--- config.mk ---
export PLATFORM = sky130hd
export DESIGN_NAME = orws_query_mem
export DESIGN_NICKNAME = d
export VERILOG_FILES = /design/src/rtl/orws_pkg.sv /design/src/rtl/orws_query_mem.sv
export SDC_FILE = /design/constraint.sdc
export NUM_CORES = 2
export LEC_CHECK = 0
export BUFFER_PORTS_ARGS = -buffer_cell sky130_fd_sc_hd__buf_2
export CAP_MARGIN = 15
export CORE_MARGIN = 5
export CORE_UTILIZATION = 40
export CTS_CLUSTER_DIAMETER = 60
export DETAILED_ROUTE_END_ITERATION = 12
export MAX_ROUTING_LAYER = met4
export SYNTH_ARGS = -nofsm -noshare
export SYNTH_HDL_FRONTEND = slang
export SYNTH_SLANG_ARGS = --single-unit
--- constraint.sdc ---
create_clock -name clock -period 7 [get_ports clock]
set_clock_uncertainty 0.15 [all_clocks]
set_input_delay 0.7 -clock clock [delete_from_list [all_inputs] [get_ports clock]]
set_output_delay 0.7 -clock clock [all_outputs]
set_load 0.01 [all_outputs]
--- src/rtl/orws_pkg.sv ---
`default_nettype none
// ----------------------------------------------------------------------------
// orws_pkg: shared constants and types
// widths, command codes and result kinds of the rectangle weight sum block
// ----------------------------------------------------------------------------
package orws_pkg;
   localparam int MaxPointsDef  = 1024;
   localparam int MaxQueriesDef = 64;
   localparam int CoordBitsDef  = 16;
   localparam int SumBitsDef    = 40;
   localparam int QnumBits      = 6;

   typedef enum logic [1:0] {
      CMD_ADD_POINT = 2'd0,
      CMD_ADD_QUERY = 2'd1,
      CMD_CLEAR     = 2'd2,
      CMD_PROCESS   = 2'd3
   } command_type;

   localparam logic KIND_ANSWER = 1'b0;
   localparam logic KIND_FULL   = 1'b1;
endpackage
`default_nettype wire

--- src/rtl/orws_query_mem.sv ---
`default_nettype none
// ----------------------------------------------------------------------------
// orws_query_mem: query store
// simple dual port synchronous memory of rectangles; read data is registered, adding latency
// ----------------------------------------------------------------------------
module orws_query_mem #(
   parameter int MAX_QUERIES = orws_pkg::MaxQueriesDef,
   parameter int COORD_BITS  = orws_pkg::CoordBitsDef,
   localparam int AW = (MAX_QUERIES > 1) ? $clog2(MAX_QUERIES) : 1,
   localparam int DW = 4 * COORD_BITS
) (
   input  wire logic          clock,
   input  wire logic          wr_en,
   input  wire logic [AW-1:0] wr_addr,
   input  wire logic [DW-1:0] wr_data,
   input  wire logic [AW-1:0] rd_addr,
   output logic      [DW-1:0] rd_data
);
   logic [DW-1:0] mem [MAX_QUERIES];

   always_ff @(posedge clock) begin
      if (wr_en) mem[wr_addr] <= wr_data;
      rd_data <= mem[rd_addr];
   end
endmodule
`default_nettype wire

==> metrics.md <==
| Metric | Value |
|---|---|
| Status | finished, final reports clean |
| Synth Area in Compound Gates | 2.48% |
| Vias in the first global route | 75564 |
| Post-synthesis sequential area ratio | 79.5% |
| Overflow after GRT | 0 |
| Max VDD drop | 0.000215 V |
| Initial drt markers | 9794 |
| Synth Warn # | 0 |
| Post-Synth Simple-Gate Area | 1.24% |
| P_leak | 55.4 nW |
| FMAX | 0.306 GHz |
| Ranking of synthesized cells by area | edfxtp_1, mux4_2, mux2i_1, dfxtp_1, a22oi_1 |
| Core area | 0.389 sq mm |
| Routed Antenna Nets | 0 |
| CTS Buf Count | 420 |
| Area of the multi-input gates | 0.0308 sq mm |
| Tot GR Track Use | 21.6% |
| Final #Nets | 7093 |
| Setup TNS | 0 ns |
| H-tree depth | 5 |
| Logic gate share of total power | 4.4% |
| Gpl congestion | 0.771 |
| Switch Pwr | 11.1 mW |
| WL final | 431000 microns |
| Layout cells sized above 1 | 28.8% |
| Final setup margin | 3.73 ns |
| Multiplexer share of the synthesized area | 15.6% |
| XOR/XNOR Fraction of Synth Area | 0% |
| FF/Latch Area | 0.124 sq mm |
| Vias per inst | 5.95 |
| Final hold vios | 0 |
| Die X | 635 microns |
| Clock latency on the worst-skew pair | 0.97 ns |
| Critical setup path kind | in -> reg |
| Worst-path cell chain | buf_8, buf_12, buf_4, mux4_2, mux2i_1, o22ai_1, a41oi_1, a211oi_1 |
| Slew headroom | 19.0% |
| Max_cap viols | 0 |
| Clock transition at path regs | 0.06 ns |
| Pin count of the biggest net entering global routing | 108 |
| Initial antenna violation count | 34 |
| DR DRC count | 0 |
| Period utilization | 46.7% |
| Io pins | 142 |
| RSZ-0062 raised after global routing | no |
| Post-Synthesis Cells | 6598 |
| Die area | 0.403 sq mm |
| Area after DPL | 0.164 sq mm |
| Slowest CP cell | buf_4 |
| Sink Count | 4160 |
| Max incr delay on CP | 0.92 ns |
| Average size of a mapped cell | 23.7 sq um |
| PostCTS Resize Cnt | 0 |
| Power per cell area | 296 mW/mm^2 |
| Crit end category | register |
| Final setup fails | 0 |
| Area Growth Syn to Fin | 14.4% |
| Crit path max fanout | 93 |
| Worst Path Arrival | 3.88 ns |
| Core Rows | 229 |
| Area share of the leading cell type in the synthesized netlist | 78.7% |
| Die Y | 635 microns |
| Post-synth EDFFs | 4096 |
| Post-synth ARST share | 0% |
| Final HPWL DP | 231000 microns |
| Clock share of power | 43.2% |
| Clk buf depth | 4 |
| Synthesized-area fraction occupied by adder cells | 0% |
| Root Buffer | clkbuf_16 |
| First-pass GRT wire length | 603000 microns |
| Area leader, netlist | edfxtp_1 |
| Part of the power in registers | 52.3% |
| Synth unique cells | 33 |
| Via count | 74996 |
| Largest family of logic cells by synthesized area | multiplexers |
| Minimum clock period | 3.27 ns |
| Initial DRT Pass Iterations | 5 |
| Req. time, crit path | 7.61 ns |
| CP startpoint kind | input pin |
| Worst Hold Class | in -> reg |
| Mapped cell area | 0.156 sq mm |
| Sw frac | 21.0% |
| Yosys reg bits | 4160 |
| Starting density of the core | 40.2% |
| Fillers | 31934 |
| Routed WL per cell | 34.2 microns |
| Final Slew Violations | 0 |
| Setup WS pre-CTS | 2.84 ns |
| Post-route cell area | 0.179 sq mm |
| Actual slew at the worst max-slew pin | 1.22 ns |
| Pint | 41.9 mW |
| CTS tree | built |
| Most used DFF post-synth | edfxtp_1 |
| Syn_nets | 6676 |
| IO Port Bufs | 141 |
## worst max-delay path: cells and delay by family
family / cells / cell delay [ns]
buf+inv: 3 / 1.77
mux: 2 / 0.65
compound gates: 3 / 0.43
## cell usage in the layout, fill, tap and decap left out, types with 28 or more instances in the layout
cell type	Yosys	layout
edfxtp_1	4096	4096
mux4_2	1024	1024
clkbuf_16	0	427
a22oi_1	168	168
buf_4	34	167
buf_2	170	138
mux2i_1	135	135
a22o_1	88	88
clkbuf_1	140	85
o22ai_1	83	83
clkinv_2	0	79
nor2_4	0	65
and3_1	64	64
dfxtp_1	64	64
a211oi_1	63	63
clkinv_1	0	63
nand2_1	58	55
bufinv_16	0	54
buf_12	0	50
nor2_1	112	47
nand3_1	45	45
o221ai_1	38	38
or3_1	29	29
diode_2	0	28
or2_2	28	28
## worst paths after layout
kind / from / end / slack (ns) / cells after the start
setup / recovery: rd_addr[2] / rd_data[40] / 3.73 / 8
hold / removal: wr_data[9] / mem[8][9] / 0.04 / 1
setup reg to reg: mem[42][11] / rd_data[11] / 4.69 / 5
hold reg to reg: mem[45][30] / rd_data[30] / 0.68 / 4
## power by group through the flow
stage	clock network [mW]	registers (mW)	logic, mW
finish	22.9	27.7	2.35
global route	24.3	27.7	2.49
CTS	23.2	27.7	2.36
detailed placement	0	28.3	2.35
global placement	0	28.3	2.31
floorplan	0	28.2	1.28
## metrics by stage
step,power (mW),hold slack (ns),std cells,utilization (%)
after global placement,30.6,0.660,11767,42.2
after global routing,54.6,0.0105,12584,46.0
final,53.0,0.0443,12602,46.0
after CTS,53.3,0.255,12556,45.9
after floorplan,29.5,0.638,6598,-
after detailed placement,30.6,0.670,11772,42.3
## registers in the layout, summed over array words and instances (netlist names)
name,flops
mem,4096
rd_data,64
## Yosys cell counts, types with 58 or more instances
cell,count
a211oi_1,63
a22o_1,88
a22oi_1,168
and3_1,64
buf_2,170
clkbuf_1,140
dfxtp_1,64
edfxtp_1,4096
mux2i_1,135
mux4_2,1024
nand2_1,58
nor2_1,112
o22ai_1,83
## per-layer routing
metal | up-vias | global-route usage, % | routed length [microns]
li1 | 29408 | - | -
met1 | 41431 | 29.6 | 173000
met2 | 3555 | 34.5 | 212000
met3 | 602 | 3.26 | 34700
met4 | 0 | 5.02 | 10600
met5 | - | - | 0
## layout make-up
type	count	share of cell area, %
flip-flops and latches	4160	69.5
multi-input cells	2049	17.2
inverters	19	0.0399
clock inverters	252	1.58
repair buffers	365	1.72
clock buffers	532	6.31
well taps	5197	3.64
diodes	28	0.0392
## cells by family after synthesis
logic type | after synthesis
AOI/OAI and AO/OA | 504
and+or+nand+nor | 386
muxes | 1159
DFF | 4160
buffers and inverters | 389
## repair_timing
action / 4_1_cts / 5_1_grt
endpoints found under the hold margin: 0 / 65
setup buffers: 0 / 0
hold buffers: 0 / 7
Power figures use the tool's default switching activity.
